### src/hdl/prv_pkg.sv
// ----------------------------------------------------------------------------
// prv_pkg
// Shared types and constants for the pairwise repulsion velocity block.
// ----------------------------------------------------------------------------
package prv_pkg;

  localparam int unsigned RestW  = 21;
  localparam int unsigned AbsW   = 25;
  localparam int unsigned D2W    = 42;
  localparam int unsigned VelW   = 32;
  localparam int unsigned TallyW = 7;
  localparam int unsigned CfgW   = 16;

  localparam logic [15:0] RestScaleReset = 16'd4096;
  localparam logic [15:0] StrengthReset  = 16'd2560;

  typedef enum logic [0:0] {
    REG_REST_SCALE = 1'b0,
    REG_STRENGTH   = 1'b1
  } reg_idx_e;

  typedef struct packed {
    logic [RestW-1:0] rest;
    logic [AbsW-1:0]  adx;
    logic [AbsW-1:0]  ady;
    logic             xneg;
    logic             yneg;
    logic [D2W-1:0]   d2;
    logic             skip;
    logic             has;
    logic             last;
  } prv_entry_t;

  typedef struct packed {
    logic full;
    logic empty;
  } prv_qstat_t;

endpackage

### src/hdl/prv_front.sv
// ----------------------------------------------------------------------------
// prv_front
// Input pipeline: rest length, offsets, squared distance and skip decision.
// ----------------------------------------------------------------------------
module prv_front import prv_pkg::*; (
  input  logic              clk_i,
  input  logic              rst_ni,
  input  logic [15:0]       rest_scale_i,
  input  logic              in_valid_i,
  output logic              in_ready_o,
  input  logic [23:0]       own_x_i,
  input  logic [23:0]       own_y_i,
  input  logic [15:0]       own_radius_i,
  input  logic [23:0]       nbr_x_i,
  input  logic [23:0]       nbr_y_i,
  input  logic [15:0]       nbr_radius_i,
  input  logic              has_i,
  input  logic              last_i,
  input  logic              q_full_i,
  output logic              push_o,
  output prv_entry_t        entry_o
);

  logic en;
  logic v1_q, v2_q, v3_q;
  logic signed [24:0] dx1_q, dy1_q;
  logic [16:0] rsum1_q;
  logic has1_q, last1_q, has2_q, last2_q, has3_q, last3_q;
  logic [RestW-1:0] rest2_q, rest3_q;
  logic [AbsW-1:0] adx2_q, ady2_q, adx3_q, ady3_q;
  logic xneg2_q, yneg2_q, xneg3_q, yneg3_q;
  logic [49:0] sqx3_q, sqy3_q;
  logic [41:0] rr3_q;
  logic [32:0] rprod;
  logic [50:0] d2;

  assign en = !(v3_q && q_full_i);
  assign in_ready_o = en;
  assign rprod = rsum1_q * rest_scale_i;

  always_ff @(posedge clk_i or negedge rst_ni) begin
    if (!rst_ni) begin
      v1_q <= 1'b0;
      v2_q <= 1'b0;
      v3_q <= 1'b0;
    end else if (en) begin
      v1_q <= in_valid_i;
      v2_q <= v1_q;
      v3_q <= v2_q;
    end
  end

  always_ff @(posedge clk_i) begin
    if (en) begin
      dx1_q   <= {nbr_x_i[23], nbr_x_i} - {own_x_i[23], own_x_i};
      dy1_q   <= {nbr_y_i[23], nbr_y_i} - {own_y_i[23], own_y_i};
      rsum1_q <= {1'b0, own_radius_i} + {1'b0, nbr_radius_i};
      has1_q  <= has_i;
      last1_q <= last_i;
      rest2_q <= rprod[32:12];
      adx2_q  <= dx1_q[24] ? 25'(-dx1_q) : 25'(dx1_q);
      ady2_q  <= dy1_q[24] ? 25'(-dy1_q) : 25'(dy1_q);
      xneg2_q <= dx1_q[24];
      yneg2_q <= dy1_q[24];
      has2_q  <= has1_q;
      last2_q <= last1_q;
      sqx3_q  <= adx2_q * adx2_q;
      sqy3_q  <= ady2_q * ady2_q;
      rr3_q   <= rest2_q * rest2_q;
      rest3_q <= rest2_q;
      adx3_q  <= adx2_q;
      ady3_q  <= ady2_q;
      xneg3_q <= xneg2_q;
      yneg3_q <= yneg2_q;
      has3_q  <= has2_q;
      last3_q <= last2_q;
    end
  end

  assign d2 = {1'b0, sqx3_q} + {1'b0, sqy3_q};
  assign push_o = v3_q && !q_full_i;

  always_comb begin
    entry_o.rest = rest3_q;
    entry_o.adx  = adx3_q;
    entry_o.ady  = ady3_q;
    entry_o.xneg = xneg3_q;
    entry_o.yneg = yneg3_q;
    entry_o.d2   = d2[D2W-1:0];
    entry_o.skip = (d2 == 51'd0) || (d2 >= {9'd0, rr3_q});
    entry_o.has  = has3_q;
    entry_o.last = last3_q;
  end

endmodule

### config.mk
export PLATFORM = sky130hd
export DESIGN_NAME = prv_front
export DESIGN_NICKNAME = d
export VERILOG_FILES = /design/src/hdl/prv_pkg.sv /design/src/hdl/prv_front.sv
export SDC_FILE = /design/constraint.sdc
export NUM_CORES = 2
export LEC_CHECK = 0
export BUFFER_PORTS_ARGS = -buffer_cell sky130_fd_sc_hd__buf_2
export CORE_MARGIN = 8
export CORE_UTILIZATION = 65
export CTS_CLUSTER_DIAMETER = 100
export DETAILED_ROUTE_END_ITERATION = 16
export PLACE_DENSITY = 0.83
export SLEW_MARGIN = 5
export SYNTH_ARGS = -nofsm -noshare
export SYNTH_HDL_FRONTEND = slang
export SYNTH_SLANG_ARGS = --single-unit
### constraint.sdc
create_clock -name clk_i -period 32.9 [get_ports clk_i]
set_input_delay 4.935 -clock clk_i [delete_from_list [all_inputs] [get_ports clk_i]]
set_output_delay 4.935 -clock clk_i [all_outputs]
set_load 0.02 [all_outputs]
==> results.yml <==
global_route:
  grt_pass1_wl_um: 291000
  antenna_found_initial: 5
  track_usage_pct: 28.5
  grt_pass1_vias: 58950
  grt_max_degree: 70
  grt-ovfl-total: 0
worst_setup_path:
  crit_slowest_cell: "o41ai_1"
  regToRegStartpoint: "ady2_q[9]"
  crit_path_frequent_cell: "a21o_1"
  critPathBufInv: 1
  path_class: "reg -> out"
  ff2ff_path_depth: 25
  reg2reg_slack_ns: 23.78
  path_max_fanout: 6
  reg2reg_to: "sqy3_q[49]"
  worst_ep_arrival_time_ns: 7.35
  critPathMaxStageDelay_ns: 0.73
  setup.worst_path.start_class: "flop"
  cpLargestDelayFamily: "compound AO/OA/AOI/OAI gates"
  path_depth: 24
  worstSetupEndpointType: "output pin"
  worst-endpoint-required_ns: 27.96
  path_cells: "ha_1 -> o21a_2 -> a21oi_4 -> o32a_4 -> a21oi_1 -> o21ai_0 -> o41ai_1 -> a21o_1 -> a21o_1 -> a221oi_1 -> xnor2_1 -> ha_1 -> a21o_1 -> a21o_1 -> a21oi_1 -> nor2b_1 -> o21ai_0 -> nand2b_1 -> a221oi_1 -> o21a_1 -> nand4_1 -> nor4_1 -> o31ai_1 -> buf_2"
timing:
  rsz0062_at_grt: "false"
  final-hold-violation-count: 0
  clock-skew-final_ns: 0.0325
  slew_headroom_pct: 22.6
  layout_setup_ws_ns: 20.61
  tightest_slew_ns: 1.16
  setup_viol_count_final: 0
  slew_viol_final: 0
  period_needed_ns: 12.29
  fmax_ghz: 0.0814
  setup_tns_ns: 0
  period_share_pct: 37.3
hold_path:
  min_from: "last1_q"
  min_path_type: "reg -> reg"
  whs_endpoint: "last2_q"
  holdPathStages: 0
synth:
  synth_top_family_by_area: "adder cells"
  syn_area_sq_um: 74600
  synthMuxAreaShare_pct: 0.161
  synth_ff_type: "edfxtp_1"
  ys_seq_area_share_pct: 14.4
  syn_nets: 10128
  synth-compound-area-share_pct: 6.77
  ys_seq_elements: 358
  synth_xor_area_share_pct: 3.51
  synth.distinct_cells: 86
  synth_edf_count: 355
  syn-instance-count: 7738
  synth-simple-area-share_pct: 10.9
  syn_area_per_cell_sq_um: 9.63
  synthArstFlopShare_pct: 0.838
  synth_adder_area_share_pct: 52.2
  yosys_warnings: 0
routing:
  first_iter_violations: 3372
  via_per_inst: 5.61
  drt-total-wl_um: 176000
  drcViolationCount: 0
  routedWlPerCell_um: 18.6
  dr.pass1.iters: 5
  ant_nets: 0
  vias: 53046
outcome:
  status: "finished, final reports clean"
final_layout:
  mostFrequentLayoutCells: "2160 x inv_1, 1453 x fa_1, 787 x ha_1"
  drive_gt1_share_pct: 5.71
  fillerInstances: 8377
  nNetsFinal: 10302
  area_delta_synth_final_pct: 6.01
  final_common_cell: "inv_1"
run:
  drv_cap: 0
clocking:
  clock_latency_ns: 0.65
  cts_setup_buffers: 0
  clkTransAtPathRegs_ns: 0.06
  cts_max_path_buffers: 3
  cts_resized: 0
  clock_sinks: 358
  cts_hold_buf: 0
  cts_tree: "yes"
  root_buffer: "clkbuf_16"
  cts_buffers: 46
  cts.htree.levels: 2
floorplan:
  core_area_sq_um: 114000
  die_h_um: 355
  num_rows: 124
  ioPinCount: 270
  dieArea_sq_um: 126000
  die_w_um: 355
  initial_core_util_pct: 65.4
place:
  gp_congestion: 0.934
  port_buffers: 269
  post-place-ws_ns: 20.96
  dpl.hpwl_um: 144000
==> cell families (layout without fill, tap and decap cells) <==
family | after synthesis | after routing
compound gates | 771 | 771
xor+xnor | 299 | 299
fa+ha+maj | 2240 | 2240
buf+inv | 2376 | 2587
flops | 358 | 358
mux | 11 | 11
other cells | 0 | 2
simple gates | 1683 | 1683
==> registers in the layout, indices dropped and copies added (netlist names), 17 cells and up <==
name / flops
sqy3_q: 48
rest2_q: 21
dy1_q: 25
sqx3_q: 48
adx3_q: 25
ady2_q: 25
adx2_q: 25
rsum1_q: 17
rr3_q: 40
ady3_q: 25
dx1_q: 25
rest3_q: 21
==> cell type report <==
class                      instances  area (sq um)  share of cell area [%]
inverter                        2162          8120                    10.3
sequential                       358         10700                    13.6
timing repair buffer             340          1880                    2.38
tap                             1512          1890                    2.39
multi-input combinational       5004         54900                    69.4
clock inverter                    32           343                   0.434
clock buffer                      53          1200                    1.52
antenna                            2          5.00                 0.00633
==> routing by layer <==
layer  global-route usage (%)  part of all wire, %
met1                     36.5                   39
met2                     48.6                   48
met3                     6.28                  9.4
met4                     8.93                  3.2
met5                        0                    0
==> synth_stat cells, drive strengths merged (7+ instances only) <==
cell type	instances	share of area [%]
inv	2160	11
o211ai	10	0.10
nor2	213	1.1
a21boi	15	0.15
nor2b	42	0.35
nand3	50	0.34
o21ai	155	1.0
buf	12	0.12
or4	16	0.16
o41ai	11	0.13
fa	1453	39
a31oi	27	0.23
xnor2	230	2.7
or2	16	0.13
nand2b	38	0.32
nand4	41	0.34
and3	18	0.15
xor2	69	0.81
a211oi	20	0.20
a21o	116	1.2
nand2	728	3.7
o21a	39	0.39
ha	787	13
clkbuf	202	1.0
or3	19	0.16
a221oi	12	0.14
mux2	8	0.12
edfxtp	355	14
nor3	38	0.26
and2	434	3.6
a2111oi	7	0.082
o31a	11	0.13
a31o	9	0.11
o21bai	34	0.34
nor4	12	0.10
a211o	8	0.11
a21oi	219	1.5
o31ai	20	0.20
==> how the worst max path moves through the flow <==
stage                          startpoint     endpoint
after floorplan                  q_full_i   in_ready_o
after global placement    rest_scale_i[1]  rest2_q[20]
after detailed placement  rest_scale_i[1]  rest2_q[20]
after CTS                       sqy3_q[4]   entry_o[2]
after global routing            sqy3_q[4]   entry_o[2]
final                           sqy3_q[4]   entry_o[2]
==> stage by stage <==
step / cell area (sq um) / hold WS (ns) / utilization (%) / cells
2_1_floorplan: 74600 / 0.400 / - / 7738
3_3_place_gp: 77500 / 0.405 / 68.0 / 9376
3_5_place_dp: 77500 / 0.411 / 68.0 / 9376
4_1_cts: 79000 / 0.427 / 69.3 / 9461
5_1_grt: 79000 / 0.435 / 69.3 / 9462
6_report: 79000 / 0.425 / 69.3 / 9463
==> worst reg2reg max path: stages (launching register included) <==
cell and delay (ns):
edfxtp_1 1.12, inv_1 0.24, nor2_1 0.23, fa_1 0.47
fa_1 0.53, inv_1 0.05, fa_1 0.46, fa_1 0.52
inv_1 0.06, fa_1 0.50, fa_1 0.52, inv_1 0.06
fa_1 0.48, inv_1 0.05, ha_1 0.33, o21ai_0 0.23
nor2_1 0.09, a2111oi_0 0.43, a21boi_0 0.39, o21ai_1 0.25
a311o_1 0.39, a2111oi_0 0.47, o21ai_0 0.22, a31o_2 0.30
a221oi_1 0.35, xnor2_1 0.12
Power is left out: the tool's default activity adds up to more than one toggle a clock period on the data nets, which glitch-free logic cannot reach.
