**config.mk**
```make
export PLATFORM = sky130hd
export DESIGN_NAME = prv_fifo
export DESIGN_NICKNAME = d
export VERILOG_FILES = /design/src/hdl/prv_pkg.sv /design/src/hdl/prv_fifo.sv
export SDC_FILE = /design/constraint.sdc
export NUM_CORES = 1
export LEC_CHECK = 0
export ABC_AREA = 1
export BUFFER_PORTS_ARGS = -buffer_cell sky130_fd_sc_hd__buf_2
export CORE_ASPECT_RATIO = 1.5
export CORE_MARGIN = 2
export CORE_UTILIZATION = 55
export CTS_CLUSTER_SIZE = 14
export DETAILED_ROUTE_END_ITERATION = 12
export GPL_ROUTABILITY_DRIVEN = 0
export HOLD_SLACK_MARGIN = 0.1
export PLACE_DENSITY = 0.75
export SLEW_MARGIN = 20
export SYNTH_ARGS = -nofsm -noshare
export SYNTH_HDL_FRONTEND = slang
export SYNTH_SLANG_ARGS = --single-unit
```
**constraint.sdc**
```tcl
create_clock -name clk_i -period 4.8 [get_ports clk_i]
set_clock_uncertainty 0.05 [all_clocks]
set_input_delay 1.2 -clock clk_i [delete_from_list [all_inputs] [get_ports clk_i]]
set_output_delay 1.2 -clock clk_i [all_outputs]
set_load 0.1 [all_outputs]
```
**src/hdl/prv_pkg.sv**
```systemverilog
// ----------------------------------------------------------------------------
// prv_pkg
// Shared types and constants for the pairwise repulsion velocity block.
// ----------------------------------------------------------------------------
package prv_pkg;

  localparam int unsigned RestW  = 21;
  localparam int unsigned AbsW   = 25;
  localparam int unsigned D2W    = 42;
  localparam int unsigned VelW   = 32;
  localparam int unsigned TallyW = 7;
  localparam int unsigned CfgW   = 16;

  localparam logic [15:0] RestScaleReset = 16'd4096;
  localparam logic [15:0] StrengthReset  = 16'd2560;

  typedef enum logic [0:0] {
    REG_REST_SCALE = 1'b0,
    REG_STRENGTH   = 1'b1
  } reg_idx_e;

  typedef struct packed {
    logic [RestW-1:0] rest;
    logic [AbsW-1:0]  adx;
    logic [AbsW-1:0]  ady;
    logic             xneg;
    logic             yneg;
    logic [D2W-1:0]   d2;
    logic             skip;
    logic             has;
    logic             last;
  } prv_entry_t;

  typedef struct packed {
    logic full;
    logic empty;
  } prv_qstat_t;

endpackage

```
**src/hdl/prv_fifo.sv**
```systemverilog
// ----------------------------------------------------------------------------
// prv_fifo
// Four-entry queue between the front pipeline and the force sequencer.
// ----------------------------------------------------------------------------
module prv_fifo import prv_pkg::*; (
  input  logic       clk_i,
  input  logic       rst_ni,
  input  logic       push_i,
  input  prv_entry_t wdata_i,
  input  logic       pop_i,
  output prv_entry_t rdata_o,
  output prv_qstat_t stat_o
);

  prv_entry_t mem_q [4];
  logic [1:0] wp_q, rp_q;
  logic [2:0] cnt_q;

  always_ff @(posedge clk_i or negedge rst_ni) begin
    if (!rst_ni) begin
      wp_q  <= 2'd0;
      rp_q  <= 2'd0;
      cnt_q <= 3'd0;
    end else begin
      if (push_i) wp_q <= wp_q + 2'd1;
      if (pop_i) rp_q <= rp_q + 2'd1;
      cnt_q <= cnt_q + {2'd0, push_i} - {2'd0, pop_i};
    end
  end

  always_ff @(posedge clk_i) begin
    if (push_i) mem_q[wp_q] <= wdata_i;
  end

  assign rdata_o      = mem_q[rp_q];
  assign stat_o.full  = (cnt_q == 3'd4);
  assign stat_o.empty = (cnt_q == 3'd0);

endmodule

```
==> summary by stage, run 1 <==
Final layout
The filler cell count in the final layout is 2697. The final non-filler cell area is 0.0231 mm^2. In the final layout, the share of cells above drive strength 1 is 15.0%.

The final core utilization is 64.1%. The area growth from synthesis to final layout is 14.8%. The number of nets in the layout is 2252.

Clock tree
In this run, post-CTS hold repair placed 0 buffers. In this run the post-CTS setup repair buffer count came out at 0. Post-CTS repair changed the size of 0 cells. The TritonCTS clock tree is built.

The root buffer cell chosen for the clock tree is sky130_fd_sc_hd__clkbuf_16. The clock transition at the register clock pins on the worst setup and hold paths after CTS is 60 ps. The count of H-tree levels built during CTS is 2.

The maximum buffer depth of the clock tree is 3. The number of sinks handled by clock tree synthesis is 479. For the worst-skew pair, the clock arrives at the later sink with an insertion delay of 550 ps.

The total CTS buffers is 43.

Die
The floorplan die area is 0.0382 mm^2. The count of pins on the block boundary is 242. Once the floorplan was initialized, standard cells occupied 55.9% of the core. In this run the standard cell core region covers 0.0361 mm^2. The die extent in x is 160 um. The number of standard-cell rows in the floorplan is 85.

The die height is 238 um.

Logic synthesis
During synthesis, Yosys emitted a total of 0 warnings. The mean instance size in the synthesized netlist is 10.6 um^2. The synthesized flop and latch total is 479. The sequential cell area fraction in the yosys report is 71.2%. Synthesis produced 1896 cells. The number of distinct library cells after synthesis is 16.

Synthesis produced a netlist with a net count of 2025. The netlist area before placement is 0.0201 mm^2.

Timing
The final worst slack is 491 ps. The maximum achievable frequency is 232 MHz. Setup repair after global routing left no endpoint under its margin. The transition time at the pin with the least slew margin is 894 ps.

The post-layout minimum cycle time is 4310 ps. Dividing the final minimum period by the clock period gives 89.8%. The number of hold-slack violations in the final timing report is 0. Setup violations remaining at the end of the flow were counted as 0. The final max-slew violation count is 0. Measured against its own limit, the worst slew margin works out to 40.4%. The final total negative setup slack is 0 ps.

Routing
In the routed design, unresolved DRC markers number 0. The first-pass iteration count of the detailed router is 5. The total via count after detailed routing is 13.1k.

After detailed routing, the average wire length per cell comes to 16.6 um. After the first detailed-routing iteration, the DRC count stood at 800. The post-detailed-route count of antenna-violating nets is 0.

The routed wire length is 43.7 mm. Using the TritonRoute via totals, the vias-per-cell ratio works out to 4.96.

Critical path
STA classifies the critical path startpoint as a flop. At the worst endpoint, the required time is 3550 ps. The capturing element type of the critical path is an output pin.

In this design, the largest share of critical-path delay is due to buffers and inverters. The delay of the slowest cell on the worst path is 870 ps. The cell seen most often among critical-path stages is sky130_fd_sc_hd__nand2_1.

Traced cell by cell, the critical path runs through inv_6 -> buf_12 -> nand2_1 -> nand3_1 -> nand2_1 -> buf_2. The largest driver fanout on the critical path is 98. The data arrival time of the worst path is 3060 ps. The worst setup path category is flop to output pin. The number of cells on the worst reg-to-reg path is 5. Counting buffers and inverters, the worst setup path is 6 cells deep. For this design, the slowest cell found on the critical path is sky130_fd_sc_hd__dfrtp_4.

Together, buffers and inverters on the worst path number 3.

Global routing
The via count of the first global-routing pass is 13.4k. The total overflow reported by the global router is 0. The initial antenna violation count came to 14. The pin count of the biggest net entering global routing is 99. The wire length of the first global-routing pass is 68.2 mm. Global routing used 23.0% of the available tracks.

Placed design
The number of buffers added on ports is 241. The placed wire-length estimate is 26.2 mm. The post-place setup slack is 1040 ps.

The cell area after placement is 0.0218 mm^2.

Status
The flow ran to the end, and the final reports show no timing, DRC or antenna violations.

Run
Across the run, the number of max-cap violations was 0.

Hold path
The min-delay analysis places its worst path in the category primary input to async pin.
cell usage in the layout (no fill, tap or decap):
cell type	n
sky130_fd_sc_hd__edfxtp_1	472
sky130_fd_sc_hd__buf_4	14
sky130_fd_sc_hd__inv_1	480
sky130_fd_sc_hd__buf_2	241
sky130_fd_sc_hd__clkinv_1	10
sky130_fd_sc_hd__fa_1	1
sky130_fd_sc_hd__xor2_1	3
sky130_fd_sc_hd__clkbuf_1	10
sky130_fd_sc_hd__o21ai_0	1
sky130_fd_sc_hd__buf_12	7
sky130_fd_sc_hd__clkbuf_8	1
sky130_fd_sc_hd__bufinv_16	1
sky130_fd_sc_hd__ha_1	6
sky130_fd_sc_hd__clkinv_2	6
sky130_fd_sc_hd__inv_4	5
sky130_fd_sc_hd__nor3_1	2
sky130_fd_sc_hd__nand2_1	601
sky130_fd_sc_hd__dfrtp_4	2
sky130_fd_sc_hd__diode_2	9
sky130_fd_sc_hd__nand3_1	237
sky130_fd_sc_hd__clkbuf_16	45
sky130_fd_sc_hd__inv_6	1
sky130_fd_sc_hd__dfrtp_1	5
worst paths after layout:
check	startpoint	end	slack [ps]
worst max-delay path	rp_q[0]	rdata_o[107]	490
worst min-delay path	rst_ni	cnt_q[0]	420
worst max register to register	wp_q[0]	mem_q[2][102]	2490
worst min register to register	cnt_q[1]	cnt_q[2]	480
max in group asynchronous	rst_ni	rp_q[1]	4100
min in group clk_i	cnt_q[1]	cnt_q[2]	480
layout make-up:
type | instances | area [um^2] | share of cell area [%]
Inverter | 486 | 1840 | 7.96
Antenna cell | 9 | 22.5 | 0.0974
Timing Repair Buffer | 262 | 1450 | 6.28
Clock inverter | 17 | 97.6 | 0.422
Tap cell | 478 | 598 | 2.59
Clock buffer | 56 | 1180 | 5.09
Multi-Input combinational cell | 851 | 3580 | 15.5
Sequential cell | 479 | 14400 | 62.1
sequential cells by signal (all words and copies together) (netlist names):
register,flops
mem_q,472
cnt_q,3
rp_q,2
wp_q,2
logic make-up after synthesis:
group,share of synthesized area [%]
flops,71.2
buf+inv,11.0
compound gates,0.0248
simple gates,17.1
fa+ha+maj,0.472
xor+xnor,0.130
Yosys cell counts (all sizes together):
master | n | area, um^2
buf | 58 | 308
clkbuf | 22 | 82.6
dfrtp | 7 | 175
edfxtp | 472 | 14200
fa | 1 | 20.0
ha | 6 | 75.1
inv | 486 | 1820
nand2 | 601 | 2260
nand3 | 237 | 1190
nor3 | 2 | 10.0
o21ai | 1 | 5.00
xor2 | 3 | 26.3
per-stage QoR:
stage,hold slack (ps),instances
2_1_floorplan,435,1896
3_3_place_gp,455,2556
3_5_place_dp,476,2556
4_1_cts,406,2629
5_1_grt,417,2636
6_report,423,2638
layer usage:
| metal | GRT usage, % | up-vias | wire, um |
|---|---|---|---|
| li1 | - | 6362 | - |
| met1 | 26.2 | 6230 | 16300 |
| met2 | 41.8 | 386 | 23200 |
| met3 | 4.61 | 106 | 2500 |
| met4 | 10.1 | 10 | 1650 |
| met5 | 0 | - | 64 |
Power of run 1 is left out: the tool's default activity adds up to more than one toggle a clock period on the data nets, which glitch-free logic cannot reach.
==> run 2: changes to the inputs <==
--- a/config.mk
+++ b/config.mk
@@ -5,16 +5,14 @@
 export SDC_FILE = /design/constraint.sdc
 export NUM_CORES = 1
 export LEC_CHECK = 0
-export ABC_AREA = 1
 export BUFFER_PORTS_ARGS = -buffer_cell sky130_fd_sc_hd__buf_2
 export CORE_ASPECT_RATIO = 1.5
 export CORE_MARGIN = 2
 export CORE_UTILIZATION = 55
-export CTS_CLUSTER_SIZE = 14
 export DETAILED_ROUTE_END_ITERATION = 12
 export GPL_ROUTABILITY_DRIVEN = 0
 export HOLD_SLACK_MARGIN = 0.1
-export PLACE_DENSITY = 0.75
+export PLACE_DENSITY = 0.76
 export SLEW_MARGIN = 20
 export SYNTH_ARGS = -nofsm -noshare
 export SYNTH_HDL_FRONTEND = slang
==> summary by stage, run 2 <==
Critical path
For the worst setup path, the data arrival time is 2720 ps. STA classifies the critical path startpoint as a flop. The critical-path cell with the highest stage delay is sky130_fd_sc_hd__dfrtp_4.

The delay of the slowest cell on the worst path is 820 ps. The capturing element type of the critical path is an output pin. Along the worst path, the maximum fanout reaches 29. Data on the critical path is required at its endpoint by 3550 ps. By startpoint and endpoint, the worst setup path is classified as flop to output pin. Together, buffers and inverters on the worst path number 2.

On the critical path the largest part of the delay comes from flip-flops. Traced cell by cell, the critical path runs through buf_4 -> mux4_2 -> buf_2.

Logic synthesis
Summing the areas of all fa, ha and maj instances in the mapped netlist gives 0.546% of the synthesized area. A synthesized cell averages 26.8 um^2. The Yosys step of the flow raised 0 warnings. The combinational family with the most area after synthesis is multiplexers. The xor/xnor share of the synthesized area is 0.252%. Counting instances in the post-synthesis netlist gives the leading cell types as 472 x sky130_fd_sc_hd__edfxtp_1, 118 x sky130_fd_sc_hd__mux4_2, 14 x sky130_fd_sc_hd__buf_2. Synthesis produced a netlist whose cell count is 650. The mapped netlist covers 0.0174 mm^2.

The fraction of registers with async set or reset after synthesis is 1.46%. In the post-synthesis netlist, the biggest area contributors are sky130_fd_sc_hd__edfxtp_1 81%, sky130_fd_sc_hd__mux4_2 15%, sky130_fd_sc_hd__dfrtp_1 1.0%. Sequential elements use 82.4% of the synthesized area. The most common cell in the synthesized netlist is sky130_fd_sc_hd__edfxtp_1.

The synthesized flop and latch total is 479. The top cell type's share of synthesized area is 81.4%. Summing the areas of all compound-gate instances in the mapped netlist gives 0.0287% of the synthesized area. The number of nets produced by synthesis is 779.

The share of cell area taken by muxes after synthesis is 15.3%. Among all flip-flop cells after synthesis, the most frequent one is sky130_fd_sc_hd__edfxtp_1. Summed over all instances, the cell type with the most area after synthesis is sky130_fd_sc_hd__edfxtp_1. The number of distinct library cells after synthesis is 17. Counting flops with a built-in enable in the synthesized netlist gives 472. Summing the areas of all and, or, nand and nor instances in the mapped netlist gives 0.252% of the synthesized area.

Final layout
In the final layout, the registers with the most flip-flops are mem_q: 472 flops, cnt_q: 3 flops. The library cells used most frequently in the layout, excluding fill and tap cells, are 472 x sky130_fd_sc_hd__edfxtp_1, 241 x sky130_fd_sc_hd__buf_2, 118 x sky130_fd_sc_hd__mux4_2, 43 x sky130_fd_sc_hd__clkbuf_16, 9 x sky130_fd_sc_hd__clkbuf_1. For this run, the number of standard cells in the final layout without fillers is 1366. In the final design database the tool counted 1054 nets. The area growth from synthesis to final layout is 17.8%. Of the cells placed in the final design, the portion with a size suffix greater than 1 is 46.1%. The filler cell count in the final layout is 1977. The register with the most flip-flops in the layout has 472 of them. The largest register by flop count is mem_q. The library cell used most frequently in the layout, excluding fill and tap cells, is sky130_fd_sc_hd__edfxtp_1.

Timing
The final number of setup-violating endpoints is 0. Measured against its own limit, the worst slew margin works out to 48.4%. Setup repair after global routing left no endpoint under its margin. The final max-slew violation count is 0. The part of the cycle the worst path needs is 82.8%.

The number of hold-slack violations in the final timing report was 0. The clock period could shrink to 3970 ps. The maximum achievable frequency is 252 MHz.

The transition time at the pin with the least slew margin is 774 ps. The smallest hold slack is 437 ps. The final total negative setup slack is 0 ps.

Clock tree
In this run the number of H-tree levels came out at 2. Clock-pin slew was measured on the worst setup and hold paths at 60 ps. The number of gates resized after cts is 0. Buffers inserted during clock tree synthesis total 43. The number of sinks handled by clock tree synthesis is 479. In this run the post-CTS setup repair buffer count came out at 0. The TritonCTS clock tree is built. At the later pin of the worst-skew pair, clock insertion delay measures 540 ps. No sink is reached through more buffers than the 3 on the longest clock path. The cell sitting at the root of the clock tree is a sky130_fd_sc_hd__clkbuf_16.

After clock tree synthesis, the flow added hold-fix buffers numbering 0.

Run
The max-capacitance violation count is 0.

Status
The flow ran to the end, and the final reports show no timing, DRC or antenna violations.

Placed design
Summed over all nets, the half-perimeter wirelength after detailed placement is 19.2 mm. Port buffering added 241 buffers. Including well taps, the total number of placed cells is 1285.

Global routing
The total track usage is 19.3%. The pin count of the biggest net entering global routing is 60. The first global-routing pass estimated 47.6 mm of wire.

The via count of the first global-routing pass was 8199. The total overflow reported by the global router is 0. The initial antenna violation count is 7.

Routing
In the final routed layout, each cell accounts on average for 22.9 um. In this run, the number of DRC markers left after iteration 0 of detailed routing was 461. The detail route stage leaves a number of antenna-violating nets equal to 0. Dividing the detail-routed via count by the number of cells gives 5.63.

The total via count after detailed routing is 7696. Wires add up to 31.3 mm. The first-pass iteration count of the detailed router is 5. The number of remaining DRC errors is 0.

Die
The die height is 222 um. In this run the standard cell core region covers 0.0311 mm^2. The die extent in x is 149 um. In this run the count of I/O pins placed on the die edge is 242.

The initial core utilization is 55.9%. The floorplan die area is 0.0331 mm^2. The number of standard-cell rows in the floorplan is 79.

Hold path
In this run the worst hold path is classified as primary input to async pin.
==> run 2: cell families after synthesis <==
family	after synthesis
fa+ha+maj	7
simple gates	8
flops	479
compound gates	1
mux	118
buf+inv	32
xor+xnor	5
==> run 2: worst register-to-register path: stages (launching register included) <==
cell and delay, ps:
sky130_fd_sc_hd__dfrtp_1 420, sky130_fd_sc_hd__inv_1 100, sky130_fd_sc_hd__ha_1 150, sky130_fd_sc_hd__and2_4 460, sky130_fd_sc_hd__buf_4 600
==> run 2: per-layer routing <==
layer | vias up | routed length (um) | GRT usage [%] | part of all wire [%]
met3 | 52 | 2030 | 4.92 | 6.5
met2 | 241 | 17000 | 34.0 | 54
met4 | 8 | 617 | 5.68 | 2.0
li1 | 3364 | - | - | -
met5 | - | 52 | 0 | 0.17
met1 | 4031 | 11600 | 23.7 | 37
==> run 2: layout make-up <==
class	count	area [um^2]	share of cell area (%)
inverters	6	22.5	0.110
clock inverters	26	248	1.21
diodes	3	7.51	0.0366
flip-flops and latches	479	14400	70.0
well taps	405	507	2.47
clock buffers	52	1110	5.41
multi-input cells	139	2860	13.9
repair buffers	256	1410	6.86
==> run 2: metrics by stage <==
| stage | worst slack, ps | util [%] | area [um^2] |
|---|---|---|---|
| 3_5_place_dp | 1320 | 61.5 | 19100 |
| 4_1_cts | 721 | 65.9 | 20500 |
| 5_1_grt | 667 | 65.9 | 20500 |
| 6_report | 826 | 65.9 | 20500 |
| 3_3_place_gp | 1320 | 61.5 | 19100 |
| 2_1_floorplan | 350 | - | 17400 |
==> run 2: path summary, 6_finish.rpt <==
path | depth (start not counted) | end | slack, ps | start
min in group clk_i | 1 | wp_q[0] | 500 | wp_q[0]
max reg2reg | 4 | mem_q[0][82] | 2600 | wp_q[0]
min reg2reg | 1 | wp_q[0] | 500 | wp_q[0]
max | 3 | rdata_o[44] | 830 | rp_q[0]
min | 1 | rp_q[1] | 440 | rst_ni
max in group asynchronous | 1 | rp_q[0] | 4080 | rst_ni
Power of run 2 is left out for the same reason.
